--- config.mk ---
export PLATFORM = sky130hd
export DESIGN_NAME = hsv_to_rgb_converter_unit
export DESIGN_NICKNAME = d
export VERILOG_FILES = /design/src/hdl/hsv2rgb_pkg.sv /design/src/hdl/hsv2rgb_round_div.sv /design/src/hdl/hsv_to_rgb_converter_unit.sv
export VERILOG_INCLUDE_DIRS = /design/src /design/src/hdl
export SDC_FILE = /design/constraint.sdc
export NUM_CORES = 2
export LEC_CHECK = 0
export BUFFER_PORTS_ARGS = -buffer_cell sky130_fd_sc_hd__buf_4
export CAP_MARGIN = 30
export CORE_ASPECT_RATIO = 0.75
export CORE_MARGIN = 5
export CORE_UTILIZATION = 55
export DETAILED_ROUTE_END_ITERATION = 6
export GPL_TIMING_DRIVEN = 1
export PLACE_DENSITY = 0.7
export RECOVER_POWER = 100
export SYNTH_ARGS = -nofsm -noshare
export SYNTH_HDL_FRONTEND = slang
export SYNTH_SLANG_ARGS = --single-unit
--- constraint.sdc ---
create_clock -name clock -period 8.1 [get_ports clock]
set_input_delay 0.81 -clock clock [delete_from_list [all_inputs] [get_ports clock]]
set_output_delay 0.81 -clock clock [all_outputs]
set_load 0.005 [all_outputs]
--- src/hdl/hsv_to_rgb_converter_unit_assert.svh ---
// Assertion macros for the HSV to RGB converter.
`ifndef HSV_TO_RGB_CONVERTER_UNIT_ASSERT_SVH
`define HSV_TO_RGB_CONVERTER_UNIT_ASSERT_SVH

// Same-cycle implication, disabled during reset.
`define HSV2RGB_ASSERT_NOW(label, clk, rst, ante, cons) \
   label: assert property (@(posedge clk) disable iff (rst) (ante) |-> (cons)) \
      else $error("hsv2rgb: same-cycle check failed");

// Next-cycle implication, disabled during reset.
`define HSV2RGB_ASSERT_NEXT(label, clk, rst, ante, cons) \
   label: assert property (@(posedge clk) disable iff (rst) (ante) |=> (cons)) \
      else $error("hsv2rgb: next-cycle check failed");

`endif

--- src/hdl/hsv2rgb_pkg.sv ---
package hsv2rgb_pkg;

   localparam int CHANNEL_BITS = 8;
   localparam int HUE_BITS     = 13;
   localparam int HUE_FULL     = 5760;
   localparam int SECTOR_SPAN  = 960;
   localparam int FRAC_BITS    = $clog2(SECTOR_SPAN);

   localparam longint unsigned CH_MAX = (64'd1 << CHANNEL_BITS) - 64'd1;
   // q and t share one denominator: one sector span times full scale
   localparam longint unsigned DEN    = SECTOR_SPAN * CH_MAX;
   localparam int DEN_BITS = $clog2(DEN + 64'd1);

   // rounding numerators 2*v*a + d, divided by 2*d
   localparam int XP_BITS = $clog2(2 * CH_MAX * CH_MAX + CH_MAX + 64'd1);
   localparam int XQ_BITS = $clog2(2 * CH_MAX * DEN + DEN + 64'd1);

   typedef struct packed {
      logic [HUE_BITS-1:0]     hue;
      logic [CHANNEL_BITS-1:0] saturation;
      logic [CHANNEL_BITS-1:0] brightness;
   } req_payload_type;

   typedef struct packed {
      logic [CHANNEL_BITS-1:0] red;
      logic [CHANNEL_BITS-1:0] green;
      logic [CHANNEL_BITS-1:0] blue;
   } rsp_payload_type;

   typedef struct packed {
      logic load_est;
      logic load_fix;
   } stage_ctl_type;

endpackage

--- src/hdl/hsv2rgb_round_div.sv ---
// Two-stage divide by a constant: reciprocal estimate, then one-step correction.
module hsv2rgb_round_div #(
   parameter int              X_BITS  = 17,
   parameter longint unsigned DIVISOR = 510
) (
   input  logic                                   clock,
   input  hsv2rgb_pkg::stage_ctl_type             ctl,
   input  logic [X_BITS-1:0]                      x,
   output logic [hsv2rgb_pkg::CHANNEL_BITS-1:0]   q
);

   localparam int              CB         = hsv2rgb_pkg::CHANNEL_BITS;
   localparam longint unsigned RECIP      = (64'd1 << X_BITS) / DIVISOR;
   localparam int              RECIP_BITS = $clog2(RECIP + 64'd1);
   localparam int              PROD_BITS  = X_BITS + RECIP_BITS;
   localparam logic [X_BITS-1:0]     DIV_C   = X_BITS'(DIVISOR);
   localparam logic [RECIP_BITS-1:0] RECIP_C = RECIP_BITS'(RECIP);

   logic [PROD_BITS-1:0] prod;
   logic [X_BITS-1:0]    x_in, x_ff;
   logic [CB-1:0]        est_in, est_ff;
   logic [X_BITS-1:0]    rem;
   logic [CB-1:0]        q_in, q_ff;

   // floor reciprocal: estimate is the true quotient or one below it
   assign prod   = PROD_BITS'(x) * PROD_BITS'(RECIP_C);
   assign est_in = prod[X_BITS +: CB];
   assign x_in   = x;

   assign rem  = x_ff - X_BITS'(X_BITS'(est_ff) * DIV_C);
   assign q_in = (rem >= DIV_C) ? est_ff + CB'(1) : est_ff;

   always_ff @(posedge clock) begin
      if (ctl.load_est) begin
         x_ff   <= x_in;
         est_ff <= est_in;
      end
      if (ctl.load_fix) begin
         q_ff <= q_in;
      end
   end

   assign q = q_ff;

endmodule

--- src/hdl/hsv_to_rgb_converter_unit.sv ---
// Channel  Ports                                Payload
// req      req_valid / req_stall / req_payload  hue, saturation, brightness
// rsp      rsp_valid / rsp_stall / rsp_payload  red, green, blue
//
// Six register stages: hue sector, s*f products, v products, reciprocal
// estimate, quotient correction, channel select.
// One pixel per clock sustained while rsp_stall is low; the stage valid bits fill bubbles.
// Synchronous active-high reset clears the valid bits only.
// rsp_stall holds only the stages that are full; req_stall rises when all are full and rsp_stall is high.
module hsv_to_rgb_converter_unit (
   input  logic                         clock,
   input  logic                         reset,
   input  logic                         req_valid,
   output logic                         req_stall,
   input  hsv2rgb_pkg::req_payload_type req_payload,
   output logic                         rsp_valid,
   input  logic                         rsp_stall,
   output hsv2rgb_pkg::rsp_payload_type rsp_payload
);

   `include "hsv_to_rgb_converter_unit_assert.svh"

   localparam int CB  = hsv2rgb_pkg::CHANNEL_BITS;
   localparam int HB  = hsv2rgb_pkg::HUE_BITS;
   localparam int FB  = hsv2rgb_pkg::FRAC_BITS;
   localparam int DB  = hsv2rgb_pkg::DEN_BITS;
   localparam int XPB = hsv2rgb_pkg::XP_BITS;
   localparam int XQB = hsv2rgb_pkg::XQ_BITS;
   localparam int SPAN = hsv2rgb_pkg::SECTOR_SPAN;
   localparam int NSTAGE = 6;

   typedef enum logic [2:0] {
      SEC_RED_YEL,
      SEC_YEL_GRN,
      SEC_GRN_CYN,
      SEC_CYN_BLU,
      SEC_BLU_MAG,
      SEC_MAG_RED
   } sector_type;

   // ---- stage valid bits and advance chain
   logic [NSTAGE-1:0] vld_in, vld_ff, rdy, vld_src;
   hsv2rgb_pkg::stage_ctl_type div_ctl;

   always_comb begin
      rdy[NSTAGE-1] = !vld_ff[NSTAGE-1] || !rsp_stall;
      for (int k = NSTAGE - 2; k >= 0; k--) begin
         rdy[k] = !vld_ff[k] || rdy[k+1];
      end
   end

   assign vld_src = {vld_ff[NSTAGE-2:0], req_valid};
   assign vld_in  = (rdy & vld_src) | (~rdy & vld_ff);

   always_ff @(posedge clock) begin
      if (reset) begin
         vld_ff <= '0;
      end else begin
         vld_ff <= vld_in;
      end
   end

   assign req_stall = !rdy[0];
   assign rsp_valid = vld_ff[NSTAGE-1];
   assign div_ctl.load_est = rdy[3];
   assign div_ctl.load_fix = rdy[4];

   // ---- stage 1: hue wrap, sector and fraction
   logic [HB-1:0] hue_wrap, sec_base;
   sector_type    s1_sec_in, s1_sec_ff;
   logic [FB-1:0] s1_frac_in, s1_frac_ff;
   logic [CB-1:0] s1_sat_in, s1_sat_ff, s1_val_in, s1_val_ff;
   logic          s1_grey_in, s1_grey_ff;

   always_comb begin
      hue_wrap = (req_payload.hue >= HB'(hsv2rgb_pkg::HUE_FULL)) ? '0 : req_payload.hue;
      if (hue_wrap >= HB'(5 * SPAN)) begin
         s1_sec_in = SEC_MAG_RED;
         sec_base  = HB'(5 * SPAN);
      end else if (hue_wrap >= HB'(4 * SPAN)) begin
         s1_sec_in = SEC_BLU_MAG;
         sec_base  = HB'(4 * SPAN);
      end else if (hue_wrap >= HB'(3 * SPAN)) begin
         s1_sec_in = SEC_CYN_BLU;
         sec_base  = HB'(3 * SPAN);
      end else if (hue_wrap >= HB'(2 * SPAN)) begin
         s1_sec_in = SEC_GRN_CYN;
         sec_base  = HB'(2 * SPAN);
      end else if (hue_wrap >= HB'(SPAN)) begin
         s1_sec_in = SEC_YEL_GRN;
         sec_base  = HB'(SPAN);
      end else begin
         s1_sec_in = SEC_RED_YEL;
         sec_base  = '0;
      end
   end

   assign s1_frac_in = FB'(hue_wrap - sec_base);
   assign s1_sat_in  = req_payload.saturation;
   assign s1_val_in  = req_payload.brightness;
   assign s1_grey_in = (req_payload.saturation == '0);

   always_ff @(posedge clock) begin
      if (rdy[0]) begin
         s1_sec_ff  <= s1_sec_in;
         s1_frac_ff <= s1_frac_in;
         s1_sat_ff  <= s1_sat_in;
         s1_val_ff  <= s1_val_in;
         s1_grey_ff <= s1_grey_in;
      end
   end

   // ---- stage 2: 1-s, 1-s*f, 1-s*(1-f) in scaled integers
   logic [CB-1:0] s2_pp_in, s2_pp_ff, s2_val_ff;
   logic [DB-1:0] s2_aq_in, s2_aq_ff, s2_at_in, s2_at_ff;
   sector_type    s2_sec_ff;
   logic          s2_grey_ff;

   assign s2_pp_in = CB'(hsv2rgb_pkg::CH_MAX) - s1_sat_ff;
   assign s2_aq_in = DB'(hsv2rgb_pkg::DEN) - DB'(s1_sat_ff) * DB'(s1_frac_ff);
   assign s2_at_in = DB'(hsv2rgb_pkg::DEN)
                   - DB'(s1_sat_ff) * (DB'(SPAN) - DB'(s1_frac_ff));

   always_ff @(posedge clock) begin
      if (rdy[1]) begin
         s2_pp_ff   <= s2_pp_in;
         s2_aq_ff   <= s2_aq_in;
         s2_at_ff   <= s2_at_in;
         s2_val_ff  <= s1_val_ff;
         s2_sec_ff  <= s1_sec_ff;
         s2_grey_ff <= s1_grey_ff;
      end
   end

   // ---- stage 3: rounding numerators 2*v*a + d
   logic [XPB-1:0] s3_xp_in, s3_xp_ff;
   logic [XQB-1:0] s3_xq_in, s3_xq_ff, s3_xt_in, s3_xt_ff;
   logic [CB-1:0]  s3_val_ff;
   sector_type     s3_sec_ff;
   logic           s3_grey_ff;

   assign s3_xp_in = XPB'({s2_val_ff, 1'b0}) * XPB'(s2_pp_ff) + XPB'(hsv2rgb_pkg::CH_MAX);
   assign s3_xq_in = XQB'({s2_val_ff, 1'b0}) * XQB'(s2_aq_ff) + XQB'(hsv2rgb_pkg::DEN);
   assign s3_xt_in = XQB'({s2_val_ff, 1'b0}) * XQB'(s2_at_ff) + XQB'(hsv2rgb_pkg::DEN);

   always_ff @(posedge clock) begin
      if (rdy[2]) begin
         s3_xp_ff   <= s3_xp_in;
         s3_xq_ff   <= s3_xq_in;
         s3_xt_ff   <= s3_xt_in;
         s3_val_ff  <= s2_val_ff;
         s3_sec_ff  <= s2_sec_ff;
         s3_grey_ff <= s2_grey_ff;
      end
   end

   // ---- stages 4 and 5: constant dividers
   logic [CB-1:0] term_p, term_q, term_t;

   hsv2rgb_round_div #(
      .X_BITS  (XPB),
      .DIVISOR (2 * hsv2rgb_pkg::CH_MAX)
   ) u_div_p (
      .clock (clock),
      .ctl   (div_ctl),
      .x     (s3_xp_ff),
      .q     (term_p)
   );

   hsv2rgb_round_div #(
      .X_BITS  (XQB),
      .DIVISOR (2 * hsv2rgb_pkg::DEN)
   ) u_div_q (
      .clock (clock),
      .ctl   (div_ctl),
      .x     (s3_xq_ff),
      .q     (term_q)
   );

   hsv2rgb_round_div #(
      .X_BITS  (XQB),
      .DIVISOR (2 * hsv2rgb_pkg::DEN)
   ) u_div_t (
      .clock (clock),
      .ctl   (div_ctl),
      .x     (s3_xt_ff),
      .q     (term_t)
   );

   logic [CB-1:0] s4_val_ff, s5_val_ff;
   sector_type    s4_sec_ff, s5_sec_ff;
   logic          s4_grey_ff, s5_grey_ff;

   always_ff @(posedge clock) begin
      if (rdy[3]) begin
         s4_val_ff  <= s3_val_ff;
         s4_sec_ff  <= s3_sec_ff;
         s4_grey_ff <= s3_grey_ff;
      end
      if (rdy[4]) begin
         s5_val_ff  <= s4_val_ff;
         s5_sec_ff  <= s4_sec_ff;
         s5_grey_ff <= s4_grey_ff;
      end
   end

   // ---- stage 6: channel order by sector, grey override
   hsv2rgb_pkg::rsp_payload_type rsp_payload_in, rsp_payload_ff;
   logic s6_grey_ff;

   always_comb begin
      case (s5_sec_ff)
         SEC_RED_YEL: rsp_payload_in = '{red: s5_val_ff, green: term_t, blue: term_p};
         SEC_YEL_GRN: rsp_payload_in = '{red: term_q, green: s5_val_ff, blue: term_p};
         SEC_GRN_CYN: rsp_payload_in = '{red: term_p, green: s5_val_ff, blue: term_t};
         SEC_CYN_BLU: rsp_payload_in = '{red: term_p, green: term_q, blue: s5_val_ff};
         SEC_BLU_MAG: rsp_payload_in = '{red: term_t, green: term_p, blue: s5_val_ff};
         default:     rsp_payload_in = '{red: s5_val_ff, green: term_p, blue: term_q};
      endcase
      if (s5_grey_ff) begin
         rsp_payload_in = '{red: s5_val_ff, green: s5_val_ff, blue: s5_val_ff};
      end
   end

   always_ff @(posedge clock) begin
      if (rdy[5]) begin
         rsp_payload_ff <= rsp_payload_in;
         s6_grey_ff     <= s5_grey_ff;
      end
   end

   assign rsp_payload = rsp_payload_ff;

   // ---- assertions
   `HSV2RGB_ASSERT_NOW(a_stall_only_when_full, clock, reset,
      req_stall, (vld_ff == {NSTAGE{1'b1}}) && rsp_stall)
   `HSV2RGB_ASSERT_NOW(a_grey_equal_channels, clock, reset,
      rsp_valid && s6_grey_ff,
      (rsp_payload.red == rsp_payload.green) && (rsp_payload.green == rsp_payload.blue))
   `HSV2RGB_ASSERT_NEXT(a_divider_stage_kept, clock, reset,
      vld_ff[4] && !rdy[4], vld_ff[4])

endmodule
After elaboration in Yosys (flattened, before gate mapping) --
Cells that the tools add are included.
Word-level totals: bits in writable memories 0, output and inout bits 26, memories 0, input port bits 33, bits in latches 0, register bits 342, word-level logic and storage cells 111, bits in read-only memories 0
Operators by class: divide/modulo/power cells 0, bitwise logic cells 4, eq/ne operators 4, shift-type cells 0, reductions and logical operators 17, $add $sub $neg 14, $mul 11, order comparisons 9, multiplexer cells 15
Operator list (count):
- $pmux 24 s5 | 1
- $mul 27x8->34 const B | 2
- $add 27x18->27 const B | 2
- $ge 27x19->1 const B | 2
- $sub 27x27->27 | 2
- $mul 8x18->26 | 2
- $mux 10 | 5
- $mul 8x12->20 const B | 2
- $sub 18x18->18 const A | 2
- $ge 13x12->1 const B | 2
- $ge 13x13->1 const B | 2
- $mul 17x9->25 const B | 1
- $add 8x1->8 const B | 3
- $mux 24 | 1
- $mux 8 | 3
- $mul 8x10->18 | 1
- $mul 9x11->18 | 1
- $add 17x8->17 const B | 1
- $ge 17x9->1 const B | 1
- $sub 17x17->17 | 1
- $mul 8x8->16 | 1
- $mul 8x8->16 const B | 1
- $ge 13x10->1 const B | 1
- $ge 13x11->1 const B | 1
- 17 further kinds | 33

Logic depth before layout (Yosys ltp) --
word-level depth 10, gate-level depth with buffers 29, gate-level depth less buffers 28

Modules after synthesis --
From an unflattened synthesis, not the netlist that was laid out.
Second synthesis, totals: cells, all modules 4319, area total of the unflattened synthesis 42648.4 µm²
Modules (own cells, without submodules):
- hsv_to_rgb_converter_unit | cells each 2596, sequential area each 6486.2 µm², times used 1, area an instance 26062.5 µm²
- hsv2rgb_round_div (u_div_q ...) | cells each 662, sequential area each 1081.0 µm², times used 2, area an instance 6246.0 µm²
- hsv2rgb_round_div (u_div_p) | cells each 399, sequential area each 960.9 µm², times used 1, area an instance 4093.9 µm²

Worst setup path before layout --
Ideal clock, no wire load.
path type register to register, start point reg u_div_q.est_ff[5], end point reg u_div_q.q_ff[5] (netlist: u_div_q.q[5]) (data pin), path buffers 1, library setup time 0.264 ns, stages on the path, launching flop included 27, path slack 1.658 ns, clock period less this slack 6.442 ns, data arrival time 6.178 ns, data required time 7.836 ns, path through edfxtp_1 -> fa_1 -> inv_1 -> fa_1 -> inv_1 -> fa_1 -> inv_1 -> fa_1 -> inv_1 -> ha_1 -> o21ai_0 -> a21oi_1 -> o21ai_0 -> a21oi_1 -> o21ai_0 -> nor2b_1 -> xor2_1 -> ha_1 -> nor2b_1 -> o21ai_0 -> o221ai_1 -> a221oi_1 -> nand4_1 -> or4b_4 -> buf_6 -> o211ai_1 -> xnor2_1
Between the ends: word-level cells in the longest chain between the ends 4, elaborated cells between the ends (all ways) 5, those cells by class 2 x add/sub; 1 x mul; 1 x order compare; 1 x mux
Ends and longest elaborated chain:
- from (decl) | line hsv2rgb_round_div.sv:21 | logic [CB-1:0] est_in, est_ff;
- from (signal assigned) | line hsv2rgb_round_div.sv:36 | est_ff <= est_in;
- $mul 8x12->20 | line hsv2rgb_round_div.sv:30 | assign rem = x_ff - X_BITS'(X_BITS'(est_ff) * DIV_C);
- $sub 27x27->27 | line hsv2rgb_round_div.sv:30
- $ge 27x19->1 | line hsv2rgb_round_div.sv:31 | assign q_in = (rem >= DIV_C) ? est_ff + CB'(1) : est_ff;
- $mux 8 * | line hsv2rgb_round_div.sv:31
- named net u_div_q.q_in[5] | line hsv2rgb_round_div.sv:23 | logic [CB-1:0] q_in, q_ff;
- to (signal assigned) | line hsv2rgb_round_div.sv:39 | q_ff <= q_in;
- to (decl) | line hsv2rgb_round_div.sv:23
The timed path passes the listed nets; every way through them passes the cells marked *. A chain may end at the register's enable or synchronous reset.

Final worst setup path --
start point reg u_div_q.est_ff[5], end point reg u_div_q.q_ff[6] (netlist: u_div_q.q[6]) (data pin)
Same word-level chain as after synthesis.

==> PnR_summary.wiki <==
{| class="wikitable"
! Metric !! Value
|-
| Result of the run || complete, but fails checks
|-
| Failing checks || capacitance limit, slew limit
|-
| Critical-path cell with the highest stage delay || sky130_fd_sc_hd__or4b_1
|-
| Biggest fanout along the worst timing path || 8
|-
| CP startpoint kind || flip-flop
|-
| Antenna viol nets, final || 0
|-
| Antenna Cells || 0
|-
| Library cells used by synthesis || 90
|-
| Classification of the worst-slack hold path || flip-flop to flip-flop
|-
| Synthesis-stage register bit count || 322
|-
| Async SR Flop Fraction || 0%
|-
| Clk_skew || 0.03119 ns
|-
| Detailed placer's ending HPWL || 69.34 mm
|-
| Highest Clock Rate || 0.1393 GHz
|-
| Arrival time of the worst setup path || 7.48 ns
|-
| First DRT Iteration DRCs || 1514
|-
| Final count of hold timing violations || 0
|-
| Maximum root-to-sink buffer count || 3
|-
| Met1 layer usage reported by global route || 32.50%
|-
| Met3 track demand over resource in global routing || 3.729%
|-
| Number of buffers inserted to repair setup after CTS || 0
|-
| Floorplan row count || 87
|-
| Sequential fraction of the synthesis area || 23.17%
|-
| Leading register cell type out of synthesis || sky130_fd_sc_hd__edfxtp_1
|-
| Buffer type at the clock tree root || sky130_fd_sc_hd__clkbuf_16
|-
| Detailed Route WL || 85.59 mm
|-
| Total setup violations reported at the end of the flow || 0
|-
| Clock Pin Slew Worst Setup and Hold Paths || 0.06 ns
|-
| Residual DRC count || 0
|-
| Post-synth design cell area || 0.04148 mm2
|-
| Gp weighted congestion || 0.8882
|-
| # H-tree levels || 2
|-
| Clk_lat worst skew || 0.59 ns
|-
| First-pass GRT wire length || 144.2 mm
|-
| Cell Area, Placed || 0.04301 mm2
|-
| TritonCTS Buffers || 38
|-
| Transition at the pin with the smallest max-transition slack || 3.802 ns
|-
| Top cells by area in the synthesized netlist || sky130_fd_sc_hd__edfxtp_1 (23%), sky130_fd_sc_hd__fa_1 (23%), sky130_fd_sc_hd__ha_1 (18%), sky130_fd_sc_hd__inv_1 (7.6%), sky130_fd_sc_hd__and2_1 (3.8%)
|-
| Part of the cycle the worst path needs || 88.60%
|-
| Pin count of the biggest net entering global routing || 80
|-
| Req. time, crit path || 8.40 ns
|-
| TritonCTS clock tree || done
|-
| Final hold slack || 0.4124 ns
|-
| Met2 Use GR || 33.34%
|-
| Grt ovf || 0
|-
| Gr busiest metal || met2
|-
| Most frequent cell on the critical path || sky130_fd_sc_hd__o21ai_0
|-
| Sum of negative setup slack || 0 ns
|-
| Proportion of netlist area held by the largest area contributor || 22.88%
|-
| Critical path start-end classification || flip-flop to flip-flop
|-
| Max Cap Viol || 6
|-
| Number of buffers and inverters on the critical path || 4
|-
| Max incr delay on CP || 0.68 ns
|-
| Clock sink total || 322
|-
| Via count || 28540
|-
| Max transition margin || -153.4%
|-
| Drt first pass iters || 6
|-
| Mapped Cells || 4225
|-
| Via count of the first global-routing pass || 28510
|-
| Number of top-level pins || 59
|-
| Nets || 5357
|-
| Number of hold-repair buffers added at the cts stage || 0
|-
| DIE AREA || 0.08106 mm2
|-
| Post-route minimum period || 7.176 ns
|-
| Overall die height || 247.8 um
|-
| Antenna violations before repair || 2
|-
| Post-Synthesis Net Count || 5327
|-
| Critical Path Sink Type || flip-flop
|-
| Initial Util || 55.30%
|-
| Core region area || 0.07500 mm2
|-
| Post-cts resize count || 0
|-
| Die extent in x || 327.1 um
|-
| Layout overhead on the synthesized area || 6.465%
|-
| Detail-routed net length per standard cell || 16.27 um
|-
| Kind of cell with the highest combined delay on the critical path || adder cells
|-
| # port buffers || 58
|-
| Number of flops mapped to enable cells by yosys || 316
|-
| Total of warnings raised by yosys || 0
|-
| Total track usage || 21.58%
|-
| Synth Area per Inst || 9.817 um2
|-
| Unrepaired setup endpoints after global routing || no
|-
| Design Area, Final || 0.04416 mm2
|-
| Area leader, netlist || sky130_fd_sc_hd__edfxtp_1
|-
| Vias/cell || 5.424
|-
| Final Max Slew Viols || 290
|-
| Layout cell share with drive strength beyond 1 || 3.642%
|}
-- registers in the layout (all words and copies together) (netlist names), 10 cells and up, named ones only --
signal,flops
s3_xt_ff,25
s2_aq_ff,18
s3_xq_ff,26
rsp_payload,24
s1_frac_ff,10
s3_xp_ff,16
u_div_q.x_ff,20
u_div_p.x_ff,16
s2_at_ff,17
u_div_t.x_ff,20
-- layout by cell type, fill, tap and decap left out, types with 54 or more instances in the layout --
| cell type | n |
|---|---|
| sky130_fd_sc_hd__inv_1 | 841 |
| sky130_fd_sc_hd__a21o_1 | 54 |
| sky130_fd_sc_hd__nand2_1 | 384 |
| sky130_fd_sc_hd__nor3_1 | 54 |
| sky130_fd_sc_hd__fa_1 | 474 |
| sky130_fd_sc_hd__xnor2_1 | 170 |
| sky130_fd_sc_hd__edfxtp_1 | 316 |
| sky130_fd_sc_hd__o21ai_0 | 128 |
| sky130_fd_sc_hd__nor2_1 | 137 |
| sky130_fd_sc_hd__and2_1 | 231 |
| sky130_fd_sc_hd__ha_1 | 595 |
| sky130_fd_sc_hd__a21oi_1 | 160 |
| sky130_fd_sc_hd__xor2_1 | 86 |
-- cells by family after synthesis --
| kind of cell | Yosys count | share of synthesized area [%] |
|---|---|---|
| AND/OR/NAND/NOR | 1046 | 12.49 |
| XOR/XNOR | 258 | 5.499 |
| adder cells (fa/ha/maj) | 1069 | 40.83 |
| buffers and inverters | 934 | 8.477 |
| multiplexers | 16 | 0.4284 |
| flip-flops | 322 | 23.17 |
| AO/OA/AOI/OAI | 580 | 9.116 |
-- final cells by class --
| type | instances | area [um2] |
|---|---|---|
| Sequential cell | 322 | 9609 |
| Multi-Input combinational cell | 2969 | 28320 |
| Clock buffer | 46 | 1001 |
| Tap cell | 979 | 1225 |
| Clock inverter | 22 | 267.8 |
| Timing Repair Buffer | 82 | 571.8 |
| Fill cell | 6370 | 30840 |
| Inverter | 842 | 3161 |
-- layer usage --
metal / wire length, um / part of all wire [%]
met5: 23 / 0.027
met2: 36650 / 43
met1: 42120 / 49
met4: 1587 / 1.9
met3: 5204 / 6.1
-- cell usage after synthesis (all sizes together), types with 21 or more instances --
cell	n
o21a	28
xor2	86
ha	595
nand2	385
clkbuf	84
nor2	137
nor2b	26
a21oi	161
a21o	55
or3	22
edfxtp	316
o21ai	132
nand2b	30
nand4	21
nand3	49
inv	842
fa	474
xnor2	171
and2	249
nor3	54
-- per-stage QoR --
step	cells	setup slack, ns	utilization [%]
after floorplan	4225	1.658	-
after global placement	5191	1.229	57.27
after detailed placement	5193	1.092	57.35
after CTS	5261	1.084	59.04
after global routing	5262	0.3858	58.88
final	5262	0.9236	58.88
-- path summary, 6_finish.rpt --
check                                        from           end  slack (ns)  cells past startpoint
worst max-delay path            u_div_q.est_ff[5]  u_div_q.q[6]        0.92                     25
worst min-delay path                 s1_sec_ff[0]  s2_sec_ff[0]        0.41                      0
worst max register to register  u_div_q.est_ff[5]  u_div_q.q[6]        0.92                     25
worst min register to register       s1_sec_ff[0]  s2_sec_ff[0]        0.41                      0
Power is not shown: default switching activity piles up to over one toggle a cycle in this logic, so the estimate is an artifact.
